## config.mk

```make
export PLATFORM = sky130hd
export DESIGN_NAME = ptw_ctrl
export DESIGN_NICKNAME = d
export VERILOG_FILES = /design/src/rtl/core/ptw_pkg.sv /design/src/rtl/core/ptw_ctrl.sv
export SDC_FILE = /design/constraint.sdc
export NUM_CORES = 1
export LEC_CHECK = 0
export ABC_AREA = 1
export BUFFER_PORTS_ARGS = -buffer_cell sky130_fd_sc_hd__buf_2
export CORE_MARGIN = 1
export CORE_UTILIZATION = 25
export CTS_CLUSTER_DIAMETER = 100
export DETAILED_ROUTE_END_ITERATION = 7
export PLACE_DENSITY_LB_ADDON = 0.1
export SKIP_CTS_REPAIR_TIMING = 1
export SYNTH_ARGS = -nofsm -noshare
export SYNTH_HDL_FRONTEND = slang
export SYNTH_SLANG_ARGS = --single-unit
```

## constraint.sdc

```tcl
create_clock -name clock -period 3.11 [get_ports clock]
set_input_delay 0.4665 -clock clock [delete_from_list [all_inputs] [get_ports clock]]
set_output_delay 0.4665 -clock clock [all_outputs]
set_load 0.1 [all_outputs]
```

## src/rtl/core/ptw_pkg.sv

```systemverilog
// Shared types, widths and codes for the five-level page table walker.
// No dependencies; every other file in rtl/core but ptw_ram takes names from here.
package ptw_pkg;

   // Fixed payload widths
   localparam int CMD_W       = 2;
   localparam int VPN_W       = 45;
   localparam int FRAME_W     = 52;
   localparam int STATUS_W    = 2;
   localparam int ENTRY_W     = FRAME_W + 1;   // frame number above the valid bit
   localparam int ROOT_W      = 6;
   localparam int FIRST_W     = 7;
   localparam int CSR_INDEX_W = 1;
   localparam int CSR_DATA_W  = 7;

   // Parameter defaults
   localparam int NUM_FRAMES_DEF = 64;
   localparam int LEVELS_DEF     = 5;
   localparam int INDEX_BITS_DEF = 9;

   // Register reset values
   localparam logic [ROOT_W-1:0]  RESET_ROOT  = '0;
   localparam logic [FIRST_W-1:0] RESET_FIRST = 7'd1;

   // Command codes
   localparam logic [CMD_W-1:0] CMD_QUERY = 2'd0;
   localparam logic [CMD_W-1:0] CMD_MAP   = 2'd1;
   localparam logic [CMD_W-1:0] CMD_UNMAP = 2'd2;

   // Status codes
   localparam logic [STATUS_W-1:0] ST_OK      = 2'd0;
   localparam logic [STATUS_W-1:0] ST_NOFRAME = 2'd1;
   localparam logic [STATUS_W-1:0] ST_OUTSIDE = 2'd2;

   // Register indexes
   localparam logic [CSR_INDEX_W-1:0] CSR_ROOT_FRAME = 1'b0;
   localparam logic [CSR_INDEX_W-1:0] CSR_FIRST_FREE = 1'b1;

   // Frame store write source
   typedef enum logic [2:0] {
      WR_NONE,
      WR_SWEEP,
      WR_ALLOC,
      WR_MAP,
      WR_UNMAP
   } wr_sel_type;

   typedef struct packed {
      logic                load;
      logic                rd_en;
      wr_sel_type          wr_sel;
      logic                advance;
      logic                res_set;
      logic                res_from_leaf;
      logic [STATUS_W-1:0] res_status;
      logic                publish;
   } dp_cmd_type;

   typedef struct packed {
      logic [CMD_W-1:0] cmd_code;
      logic             root_outside;
      logic             entry_valid;
      logic             entry_outside;
      logic             free_empty;
      logic             sweep_last;
   } dp_stat_type;

endpackage

```

## src/rtl/core/ptw_ctrl.sv

```systemverilog
// Walk sequencer: clearing pass, level iteration, request and response handshakes.
// Depends on ptw_pkg; drives ptw_dp through dp_cmd_type.
module ptw_ctrl #(
   parameter int LEVELS = ptw_pkg::LEVELS_DEF
) (
   input  logic                 clock,
   input  logic                 reset,
   input  logic                 req_valid,
   output logic                 req_ready,
   output logic                 rsp_valid,
   input  logic                 rsp_ready,
   output ptw_pkg::dp_cmd_type  cmd,
   input  ptw_pkg::dp_stat_type stat
);

   localparam int LVL_W = $clog2(LEVELS + 1);

   typedef enum logic [2:0] {
      S_CLEAR,
      S_IDLE,
      S_START,
      S_READ,
      S_EVAL,
      S_LEAF,
      S_LEAF_EVAL,
      S_DONE
   } state_type;

   state_type        state_ff, state_in;
   logic [LVL_W-1:0] level_ff, level_in;
   logic             rsp_valid_ff, rsp_valid_in;
   logic             last_mid;
   logic             cmd_known;

   assign last_mid  = (level_ff == LVL_W'(LEVELS - 2));
   assign cmd_known = (stat.cmd_code == ptw_pkg::CMD_QUERY) ||
                      (stat.cmd_code == ptw_pkg::CMD_MAP) ||
                      (stat.cmd_code == ptw_pkg::CMD_UNMAP);

   always_comb begin
      state_in          = state_ff;
      level_in          = level_ff;
      cmd.load          = 1'b0;
      cmd.rd_en         = 1'b0;
      cmd.wr_sel        = ptw_pkg::WR_NONE;
      cmd.advance       = 1'b0;
      cmd.res_set       = 1'b0;
      cmd.res_from_leaf = 1'b0;
      cmd.res_status    = ptw_pkg::ST_OK;
      cmd.publish       = 1'b0;

      unique case (state_ff)
         S_CLEAR: begin
            cmd.wr_sel = ptw_pkg::WR_SWEEP;
            if (stat.sweep_last) begin
               state_in = S_IDLE;
            end
         end
         S_IDLE: begin
            if (req_valid) begin
               cmd.load = 1'b1;
               level_in = '0;
               state_in = S_START;
            end
         end
         S_START: begin
            priority if (!cmd_known) begin
               cmd.res_set = 1'b1;
               state_in    = S_DONE;
            end else if (stat.root_outside) begin
               cmd.res_set    = 1'b1;
               cmd.res_status = ptw_pkg::ST_OUTSIDE;
               state_in       = S_DONE;
            end else begin
               state_in = (LEVELS > 1) ? S_READ : S_LEAF;
            end
         end
         S_READ: begin
            cmd.rd_en = 1'b1;
            state_in  = S_EVAL;
         end
         S_EVAL: begin
            priority if (stat.entry_valid && stat.entry_outside) begin
               cmd.res_set    = 1'b1;
               cmd.res_status = ptw_pkg::ST_OUTSIDE;
               state_in       = S_DONE;
            end else if (stat.entry_valid) begin
               cmd.advance = 1'b1;
            end else if (stat.cmd_code != ptw_pkg::CMD_MAP) begin
               // missing path on query or unmap: quiet miss
               cmd.res_set = 1'b1;
               state_in    = S_DONE;
            end else if (stat.free_empty) begin
               cmd.res_set    = 1'b1;
               cmd.res_status = ptw_pkg::ST_NOFRAME;
               state_in       = S_DONE;
            end else begin
               cmd.wr_sel  = ptw_pkg::WR_ALLOC;
               cmd.advance = 1'b1;
            end
            if (cmd.advance) begin
               level_in = level_ff + LVL_W'(1);
               state_in = last_mid ? S_LEAF : S_READ;
            end
         end
         S_LEAF: begin
            priority if (stat.cmd_code == ptw_pkg::CMD_QUERY) begin
               cmd.rd_en = 1'b1;
               state_in  = S_LEAF_EVAL;
            end else if (stat.cmd_code == ptw_pkg::CMD_MAP) begin
               cmd.wr_sel  = ptw_pkg::WR_MAP;
               cmd.res_set = 1'b1;
               state_in    = S_DONE;
            end else begin
               cmd.wr_sel  = ptw_pkg::WR_UNMAP;
               cmd.res_set = 1'b1;
               state_in    = S_DONE;
            end
         end
         S_LEAF_EVAL: begin
            cmd.res_set       = 1'b1;
            cmd.res_from_leaf = 1'b1;
            state_in          = S_DONE;
         end
         S_DONE: begin
            if (!rsp_valid_ff || rsp_ready) begin
               cmd.publish = 1'b1;
               state_in    = S_IDLE;
            end
         end
      endcase

      priority if (cmd.publish) begin
         rsp_valid_in = 1'b1;
      end else if (rsp_ready) begin
         rsp_valid_in = 1'b0;
      end else begin
         rsp_valid_in = rsp_valid_ff;
      end
   end

   always_ff @(posedge clock) begin
      if (reset) begin
         state_ff     <= S_CLEAR;
         level_ff     <= '0;
         rsp_valid_ff <= 1'b0;
      end else begin
         state_ff     <= state_in;
         level_ff     <= level_in;
         rsp_valid_ff <= rsp_valid_in;
      end
   end

   assign req_ready = (state_ff == S_IDLE);
   assign rsp_valid = rsp_valid_ff;

endmodule

```

-- Word-level counts from Yosys, hierarchy flattened
Index checks and enable logic that the tools add are counted.
- register bits after elaboration: 7
- word-level logic and storage cells: 82
- $add $sub $neg: 1
- equality and inequality tests: 17
- muxes and demuxes: 50
- reductions and logical operators: 11
- operator list (kind ; number):
    3-bit two-way mux ; 17
    3-bit one-hot mux with 8 select lines ; 1
    1-bit two-way mux ; 21
    3-bit equality test, second input constant ; 4
    3-bit by 2-bit equality test with 1-bit output, second input constant ; 3
    3-bit one-hot mux with 3 select lines ; 1
    2-bit two-way mux ; 4
    4-bit two-way mux ; 2
    2-bit inequality test, second input constant ; 4
    3-bit one-hot mux with 2 select lines ; 1
    5-bit inequality test, second input constant ; 1
    5-bit AND reduction ; 1
    4-bit inequality test, second input constant ; 1
    1-bit one-hot mux with 4 select lines ; 1
    2-bit one-hot mux with 2 select lines ; 1
    2-bit nonzero test ; 2
    3-bit by 1-bit adder with 3-bit output, second input constant ; 1
    3-bit by 1-bit equality test with 1-bit output, second input constant ; 1
    3-bit zero test ; 1
    1-bit logical OR ; 3
    3-bit AND reduction ; 1
    2-bit by 1-bit equality test with 1-bit output, second input constant ; 1
    2-bit equality test, second input constant ; 1
    2-bit zero test ; 1
    other kinds (4) ; 4

-- Depth between registers and ports, before layout
Gate-level depths: netlist of the first run.
- depth after elaboration: 7
- depth in mapped cells: 9
- mapped depth without buffers: 9

-- Worst setup path after synthesis of the first run
No wires, ideal clock.
- path type: input-to-output
- start: in stat[5] (netlist bit)
- end: out cmd[7] (netlist bit)
- arrival time: 2788 ps
- required time: 2643 ps
- path slack: -144 ps
- stages: 4
- path buffers: 0
- cells stage by stage: inv_1 nor2_2 nand2_1 o21ai_0
- RTL lines (what ; line ; text):
    from (decl) ; ptw_ctrl.sv:13 ; input ptw_pkg::dp_stat_type stat
    to (decl) ; ptw_ctrl.sv:12 ; output ptw_pkg::dp_cmd_type cmd,

==> results of run 1 <==
how the worst max path moves through the flow:
| stage | endpoint | slack, ns | depth (start not counted) |
|---|---|---|---|
| final | cmd[0] | 0.87 | 3 |
| after global routing | cmd[0] | 0.74 | 3 |
| after CTS | cmd[0] | 0.86 | 3 |
| after detailed placement | cmd[5] | 1.10 | 8 |
| after global placement | cmd[5] | 1.11 | 7 |
| after floorplan | cmd[4] | 0.32 | 5 |
power by group through the flow:
stage               Sequential (mW)  Combinational (mW)  Clock (mW)
finish                        0.139               0.395      0.0817
global route                  0.142               0.423      0.0960
CTS                           0.139               0.398      0.0873
detailed placement            0.140               0.397           0
global placement              0.142               0.398           0
floorplan                     0.127               0.351           0
worst max-delay path: stages, from the launching register on:
cell and delay (ns):
dfxtp_1 0.58, inv_1 0.16, nor4_2 0.31, buf_2 0.48
placed cells by master (no fill, tap or decap):
master    netlist  layout
clkbuf_1        0       1
nand3b_1        2       2
nand2_2         2       2
o21a_1          1       1
nor2_2          2       2
nand3_2         1       1
a31oi_1         1       1
nor4_2          1       1
nor3_2          0       1
o221ai_1        1       1
nand3_1        12      12
clkbuf_4        0       3
a21oi_1         5       5
nand4_1         1       1
ha_1            2       2
o21ai_0         5       2
dfxtp_1         7       7
inv_1          13      13
nor2_4          3       3
nand2_1        19      19
clkinv_2        1       1
o21ai_1         0       3
nor2_1         10      10
inv_2           2       2
inv_4           1       1
nand2_4         2       2
buf_2           0      23
state kept, by name, indices dropped and copies added, names as in the netlist:
register / count
level_ff: 3
rsp_valid: 1
state_ff: 3
layer usage:
metal,routed length (um),vias up,track usage,part of all wire
li1,-,365,-,-
met1,674,299,0.139,0.45
met2,697,21,0.205,0.47
met3,105,2,0.0292,0.071
met4,9,0,0.0811,0.0061
met5,0,-,0,0
area by class of cell:
class / instances / area (um2)
timing repair buffer: 23 / 115
tap: 28 / 35.0
fill: 258 / 1490
sequential: 7 / 140
inverter: 17 / 67.6
clock buffer: 4 / 26.3
multi-input combinational: 71 / 402
cell families (layout without fill, tap and decap cells):
kind of cell,count (synthesis),after routing
buf+inv,19,44
simple gates,56,56
flops,7,7
fa+ha+maj,2,2
compound gates,13,13
stage by stage:
stage	utilization	power, mW
after global routing	0.345	0.661
final	0.345	0.616
after floorplan	-	0.479
after CTS	0.345	0.624
after detailed placement	0.334	0.537
after global placement	0.334	0.540
==> metrics.cfg, run 1 <==
[synth]
synth_xor_area_frac=0
postSynth.asyncResetShare=0
syn_avg_cell_area_um2=6.42
synth_fa_ha_area_frac=0.0402
ys_ff_latch=7
yosysSeqAreaShare=0.225
yosysMostFrequentCell=nand2_1
yosys-top-cells-count=nand2_1 (19), inv_1 (13), nand3_1 (12), nor2_1 (10), dfxtp_1 (7)
synth-simple-area-share=0.480
synth_compound_area_frac=0.116
yosysTopAreaCell=dfxtp_1
synth_flop_cell=dfxtp_1
netlist.area_leader.share=0.225
syn_nets=110
syn-cell-area_um2=623
synth_area_leaders=dfxtp_1 (22%), nand2_1 (11%), nand3_1 (9.6%)
synth_cells=97
synth_cell_types=25
synth_edf_count=0
synth_top_family_by_area=simple AND/OR/NAND/NOR gates
synth_warnings=0
synthMuxAreaShare=0

[pwr]
ir_drop_v=0.000329
power_density_nw_per_um2=784
intPower_uw=239
p_sw_uw=377
power_frac_clock=0.133
sw_frac_of_total=0.612
pwr-share-seq=0.226
p_leak_nw=0.441
p_comb_frac=0.641

[flow_run]
maxCapViolations=0

[placed_design]
globalplace.congestion=0.816
dp_hpwl_um=1280
dp_slack_ns=1.10
dp.cells=146
port_buffers=23
placed_area_um2=759

[clocking]
cts_tree=built
clkLatencyLatePin_ns=0.25
cts_buffers=3
htreeDepth=1
root_buffer=clkbuf_4
ctsLongestPathBuffers=2
cts.sinks=7
path_clk_slew_ns=0.05

[worst_setup_path]
startpoint_type=flop
crit_arrival_ns=1.78
required_ns=2.64
r2r_setup_slack_ns=1.73
r2r-end=state_ff[2]$_SDFFE_PP0P_
crit_type=flop to output port
endpoint_kind=output port
crit_start=state_ff[1]$_SDFFE_PP0P_
reg2reg_depth=7
critical_path.max_fanout=8
r2r_start=state_ff[1]$_SDFFE_PP0P_

[global_route]
grt_max_degree=9
antenna_found_initial=0
grt_pass1_vias=591
gr-total-overflow=0
track_usage=0.124
grt_pass1_wl_um=2400

[die]
fp.dieW_um=51.9
coreArea_um2=2280
rows=17
dieArea_um2=2700
start_util=0.274
fp.dieH_um=51.9
io_pins=24

[timing]
setup_tns_ns=0
skew_ns=0.00297
fmaxAchievable_ghz=0.446
setup_viol=0
report.final.slew_viol_count=0
timing.final.ws_setup_ns=0.868
slew_headroom=0.677
whs_ns=0.434
period_needed_ns=2.24
hold_violations=0
rsz0062_at_grt=no
post-route-period-util=0.721
worst_slew_pin_slew_ns=0.488

[worst_hold_path]
hp-class=primary input to flop
hold_end=state_ff[0]$_SDFFE_PP0P_
holdPathStages=2
hold_start=reset

[run_status]
outcome=complete, no violations

[detailed_routing]
vias=687
wl_per_cell_um=9.91
vias_per_cell=4.58
drtPass1Iterations=4
drt_wl_total_um=1490
drtIter0Drc=6
final_antenna_net_count=0
route.detailed.drc=0

[finish]
final_cells=150
area_delta_synth_final_pct=26.1
postLayoutCellArea_um2=786
num-nets-final=136
n_antenna_cell=0
drive_above_1_share=0.344

Note: power is estimated with default switching activity, not from simulation.
==> run 2, diff against run 1 <==
clock period = 2.14 ns   (was 3.11 ns; I/O delays follow)
==> metrics.cfg, run 2 (same netlist as run 1, synthesis figures left out) <==
[run_status]
outcome=complete, no violations

[worst_setup_path]
crit_type=flop to output port
required_ns=1.82  ; -0.82 ns
reg2reg_depth=7  ; unchanged
cp_slowest_stage_delay_ns=0.57  ; about the same
endpoint_kind=output port
critical_path.max_fanout=8  ; unchanged
cp_cell_sequence=inv_1, nor4_2, buf_12
startpoint_type=flop
crit_slowest_cell=dfxtp_1
crit_arrival_ns=1.66  ; -0.12 ns

[die]
start_util=0.274  ; unchanged
io_pins=24  ; unchanged
dieArea_um2=2700  ; unchanged
rows=17  ; unchanged
coreArea_um2=2280  ; unchanged
fp.dieH_um=51.9  ; unchanged
fp.dieW_um=51.9  ; unchanged

[clocking]
cts.sinks=7  ; unchanged
cts_tree=built
clkLatencyLatePin_ns=0.25  ; about the same
root_buffer=clkbuf_4
htreeDepth=1  ; unchanged
path_clk_slew_ns=0.05  ; about the same
cts_buffers=3  ; unchanged
ctsLongestPathBuffers=2  ; unchanged

[timing]
post-route-period-util=0.926
worst_slew_pin_slew_ns=0.490  ; +0.00175 ns
report.final.slew_viol_count=0  ; unchanged
skew_ns=0.000278  ; -0.00269 ns
setup_viol=0  ; unchanged
slew_headroom=0.676  ; -0.00116
setup_tns_ns=0  ; unchanged
period_needed_ns=1.98
hold_violations=0  ; unchanged
fmaxAchievable_ghz=0.504
rsz0062_at_grt=no

[placed_design]
placed_area_um2=861  ; +13%
port_buffers=23  ; unchanged
globalplace.congestion=0.735  ; -9.9%
dp_hpwl_um=1290  ; +0.96%

[finish]
area_delta_synth_final_pct=42.4
n_antenna_cell=0  ; unchanged
postLayoutCellArea_um2=887  ; +13%
num-nets-final=136  ; unchanged
final_cell_mix=nand2_1 (19), buf_2 (19), inv_1 (12), nand3_1 (12), nor2_1 (9)
drive_above_1_share=0.393  ; +0.0492

[global_route]
gr-max-usage-layer=met2
track_usage=0.128  ; +0.00424
grt_use_met1=0.155  ; +0.0157
grt_pass1_vias=615  ; +4.1%
grt_pass1_wl_um=2570  ; +7.2%
antenna_found_initial=0  ; unchanged
use_met2=0.214  ; +0.00855
grt_use_met3=0.0117  ; -0.0175
gr-total-overflow=0  ; unchanged
grt_max_degree=9  ; unchanged

[detailed_routing]
vias=694  ; +1.0%
route.detailed.drc=0  ; unchanged
drtPass1Iterations=4  ; unchanged
drt_wl_total_um=1510  ; +1.8%
drtIter0Drc=6  ; unchanged
final_antenna_net_count=0  ; unchanged
wl_per_cell_um=10.1  ; +1.8%
vias_per_cell=4.63  ; +1.0%

[pwr]
ir_drop_v=0.000462  ; +40%
p_leak_nw=0.458  ; +3.9%
power_density_nw_per_um2=1070  ; +37%

[worst_hold_path]
holdPathStages=2  ; unchanged
hp-class=primary input to flop

[flow_run]
maxCapViolations=0  ; unchanged

-- run 2: metal layers --
metal	part of all wire	up-vias
met5	0	-
met4	0.016	0
met3	0.046	4
met2	0.50	15
met1	0.44	310
li1	-	365
-- run 2: worst max-delay path, delay by kind of cell (launching register included) --
kind          cells  cell delay (ns)
buf+inv           2             0.40
simple gates      1             0.44
flops             1             0.57
-- run 2: power by group --
group / switching (mW) / internal [mW]
clock network: 0.0473 / 0.0711
registers: 0.0491 / 0.155
logic: 0.466 / 0.165
-- run 2: final timing paths --
| path | start | end | slack (ns) |
|---|---|---|---|
| worst min-delay path | reset | state_ff[0]$_SDFFE_PP0P_ | 0.27 |
| worst max-delay path | state_ff[1]$_SDFFE_PP0P_ | cmd[0] | 0.16 |
| worst max register to register | state_ff[1]$_SDFFE_PP0P_ | state_ff[2]$_SDFFE_PP0P_ | 0.72 |
| worst min register to register | level_ff[1]$_SDFFE_PP0P_ | level_ff[1]$_SDFFE_PP0P_ | 0.48 |
-- run 2: cell type report --
class | instances | area (um2)
Inverter | 17 | 71.3
Clock buffer | 4 | 26.3
Timing Repair Buffer | 23 | 175
Sequential cell | 7 | 140
Fill cell | 239 | 1390
Multi-Input combinational cell | 71 | 439
Tap cell | 28 | 35.0
-- run 2: stage by stage --
stage	hold slack (ns)	instances	utilization	setup slack [ns]	total power, mW
2_1_floorplan	0.388	97	-	0.0249	0.721
3_3_place_gp	0.477	146	0.378	0.413	0.846
3_5_place_dp	0.479	146	0.378	0.417	0.844
4_1_cts	0.267	150	0.390	0.136	0.971
5_1_grt	0.278	150	0.390	0.0144	1.02
6_report	0.275	150	0.390	0.157	0.953
==> run 3, diff against run 2 <==
ABC_AREA = unset   (was 1)
clock period = 2 ns   (was 2.14 ns; I/O delays follow)
==> metrics.cfg, run 3 <==
[worst_setup_path]
cp_slowest_stage_delay_ns=0.39  ; -0.18 ns
cp_cell_sequence=or2b_2, a211o_2, clkinvlp_4, buf_12
startpoint_type=flop
endpoint_kind=output port
crit_arrival_ns=1.63  ; -0.03 ns
required_ns=1.70  ; -0.12 ns
crit_slowest_cell=dfxtp_1
critical_path.max_fanout=10  ; +2
critical-path-top-delay-family=flip-flops
crit_type=flop to output port
cp_num_buf_inv=2  ; unchanged

[finish]
final_cell_mix=buf_2 (12), buf_12 (11), nor2_1 (8)
fillers=233  ; -2.5%
n_antenna_cell=0  ; unchanged
final_cells=130  ; -13%
final_common_cell=buf_2
num-nets-final=116  ; -15%
drive_above_1_share=0.500  ; +0.107
final_util=0.438  ; +0.0484
area_delta_synth_final_pct=61.0
postLayoutCellArea_um2=997  ; +12%

[timing]
report.final.slew_viol_count=0  ; unchanged
setup_viol=0  ; unchanged
slew_headroom=0.690  ; +0.0138
rsz0062_at_grt=no
whs_ns=0.342  ; +0.0676 ns
skew_ns=0.00438  ; +0.00410 ns
period_needed_ns=1.93
hold_violations=0  ; unchanged
timing.final.ws_setup_ns=0.0655  ; -0.0919 ns
post-route-period-util=0.967
fmaxAchievable_ghz=0.517
setup_tns_ns=0  ; unchanged
worst_slew_pin_slew_ns=0.454  ; -0.0358 ns

[clocking]
path_clk_slew_ns=0.05  ; about the same
htreeDepth=1  ; unchanged
cts.sinks=7  ; unchanged
root_buffer=clkbuf_4
cts_tree=built
ctsLongestPathBuffers=2  ; unchanged
clkLatencyLatePin_ns=0.25  ; about the same
cts_buffers=3  ; unchanged

[synth]
syn-cell-area_um2=619  ; -0.60%
synth_area_leaders=dfxtp_1 (23%), nor2_1 (6.1%), nand3_1 (4.8%)
syn_nets=90  ; -18%
synth_flop_cell=dfxtp_1
synth_edf_count=0  ; unchanged
yosys-top-cells-count=nor2_1 (10), dfxtp_1 (7), nand3_1 (6), inv_1 (5), nor2b_1 (4)
netlist.area_leader.share=0.226  ; +0.00136
ys_ff_latch=7  ; unchanged
postSynth.asyncResetShare=0  ; unchanged
yosysMostFrequentCell=nor2_1
syn_avg_cell_area_um2=8.04  ; +25%
yosysTopAreaCell=dfxtp_1
synth_cells=77  ; -21%
yosysSeqAreaShare=0.226  ; +0.00136
synth_cell_types=37  ; +48%
synth_warnings=0  ; unchanged

[pwr]
p_leak_nw=0.436  ; -4.8%
total_power_uw=791  ; -17%
power_density_nw_per_um2=793  ; -26%
ir_drop_v=0.000446  ; -3.5%

[die]
io_pins=24  ; unchanged
fp.dieH_um=51.8  ; -0.29%
dieArea_um2=2680  ; -0.58%
rows=17  ; unchanged
fp.dieW_um=51.8  ; -0.29%
start_util=0.272  ; -0.00165
coreArea_um2=2280  ; unchanged

[placed_design]
port_buffers=23  ; unchanged
dp_slack_ns=0.0852  ; -0.332 ns
dp.cells=126  ; -14%
placed_area_um2=957  ; +11%
dp_hpwl_um=1170  ; -9.5%
globalplace.congestion=0.688  ; -6.4%

[global_route]
gr-total-overflow=0  ; unchanged
grt_pass1_vias=590  ; -4.1%
grt_max_degree=18  ; +9
grt_pass1_wl_um=2500  ; -2.7%
track_usage=0.129  ; +0.000859
antenna_found_initial=0  ; unchanged

[detailed_routing]
drtPass1Iterations=2  ; -2
vias=626  ; -9.8%
vias_per_cell=4.82  ; +4.1%
wl_per_cell_um=11.5  ; +14%
drtIter0Drc=4  ; -2
route.detailed.drc=0  ; unchanged
final_antenna_net_count=0  ; unchanged
drt_wl_total_um=1490  ; -1.5%

[worst_hold_path]
hp-class=primary input to flop

[flow_run]
maxCapViolations=0  ; unchanged

[run_status]
outcome=complete, no violations

==> run 3: cell types whose count changed after synthesis, moves of 3 or more <==
cell and delta:
clkbuf_1 +3, inv_1 -8, nand2_1 -16, nand3_1 -6
nor2_4 -3, nor2b_1 +4, o21ai_0 -5
==> run 3: cell families after synthesis <==
| logic type | Yosys count | share of synthesized area |
|---|---|---|
| AOI/OAI and AO/OA | 15 | 0.196 |
| DFF | 7 | 0.226 |
| muxes | 3 | 0.0646 |
| buffers and inverters | 11 | 0.0929 |
| adders and majority gates | 2 | 0.0404 |
| and+or+nand+nor | 39 | 0.380 |
==> run 3: power by group <==
| part | switching (mW) | internal (mW) | leakage [nW] | total [mW] |
|---|---|---|---|---|
| logic | 0.306 | 0.180 | 0.363 | 0.486 |
| clock network | 0.0562 | 0.0764 | 0.0150 | 0.133 |
| registers | 0.0197 | 0.153 | 0.0578 | 0.173 |
==> run 3: worst register-to-register path: stages (launching register included) <==
cell,delay [ns]
dfxtp_1,0.39
or2b_2,0.36
a211o_2,0.36
mux2_4,0.32
==> run 3: path summary, 6_finish.rpt <==
kind	startpoint	endpoint	slack, ns	cells after the start
worst max-delay path	state_ff[1]$_SDFFE_PP0P_	cmd[5]	0.07	4
worst min-delay path	reset	state_ff[2]$_SDFFE_PP0P_	0.34	2
worst max register to register	state_ff[1]$_SDFFE_PP0P_	level_ff[0]$_SDFFE_PP0P_	0.47	3
worst min register to register	rsp_valid$_SDFFE_PP0P_	rsp_valid$_SDFFE_PP0P_	0.51	2
==> run 3: routing by layer <==
metal  wire [um]  track usage  part of all wire  vias up
met3          93       0.0614             0.062        0
li1            -            -                 -      326
met4           0       0.0270                 0        0
met1         709        0.160              0.48      285
met5           0            0                 0        -
met2         687        0.201              0.46       15
==> run 3: area by class of cell <==
| class | count | area [um2] | area share |
|---|---|---|---|
| Inverter | 5 | 22.5 | 0.0226 |
| Multi-Input combinational cell | 59 | 459 | 0.460 |
| Tap cell | 28 | 35.0 | 0.0351 |
| Timing Repair Buffer | 27 | 310 | 0.311 |
| Clock buffer | 4 | 26.3 | 0.0263 |
| Sequential cell | 7 | 144 | 0.144 |
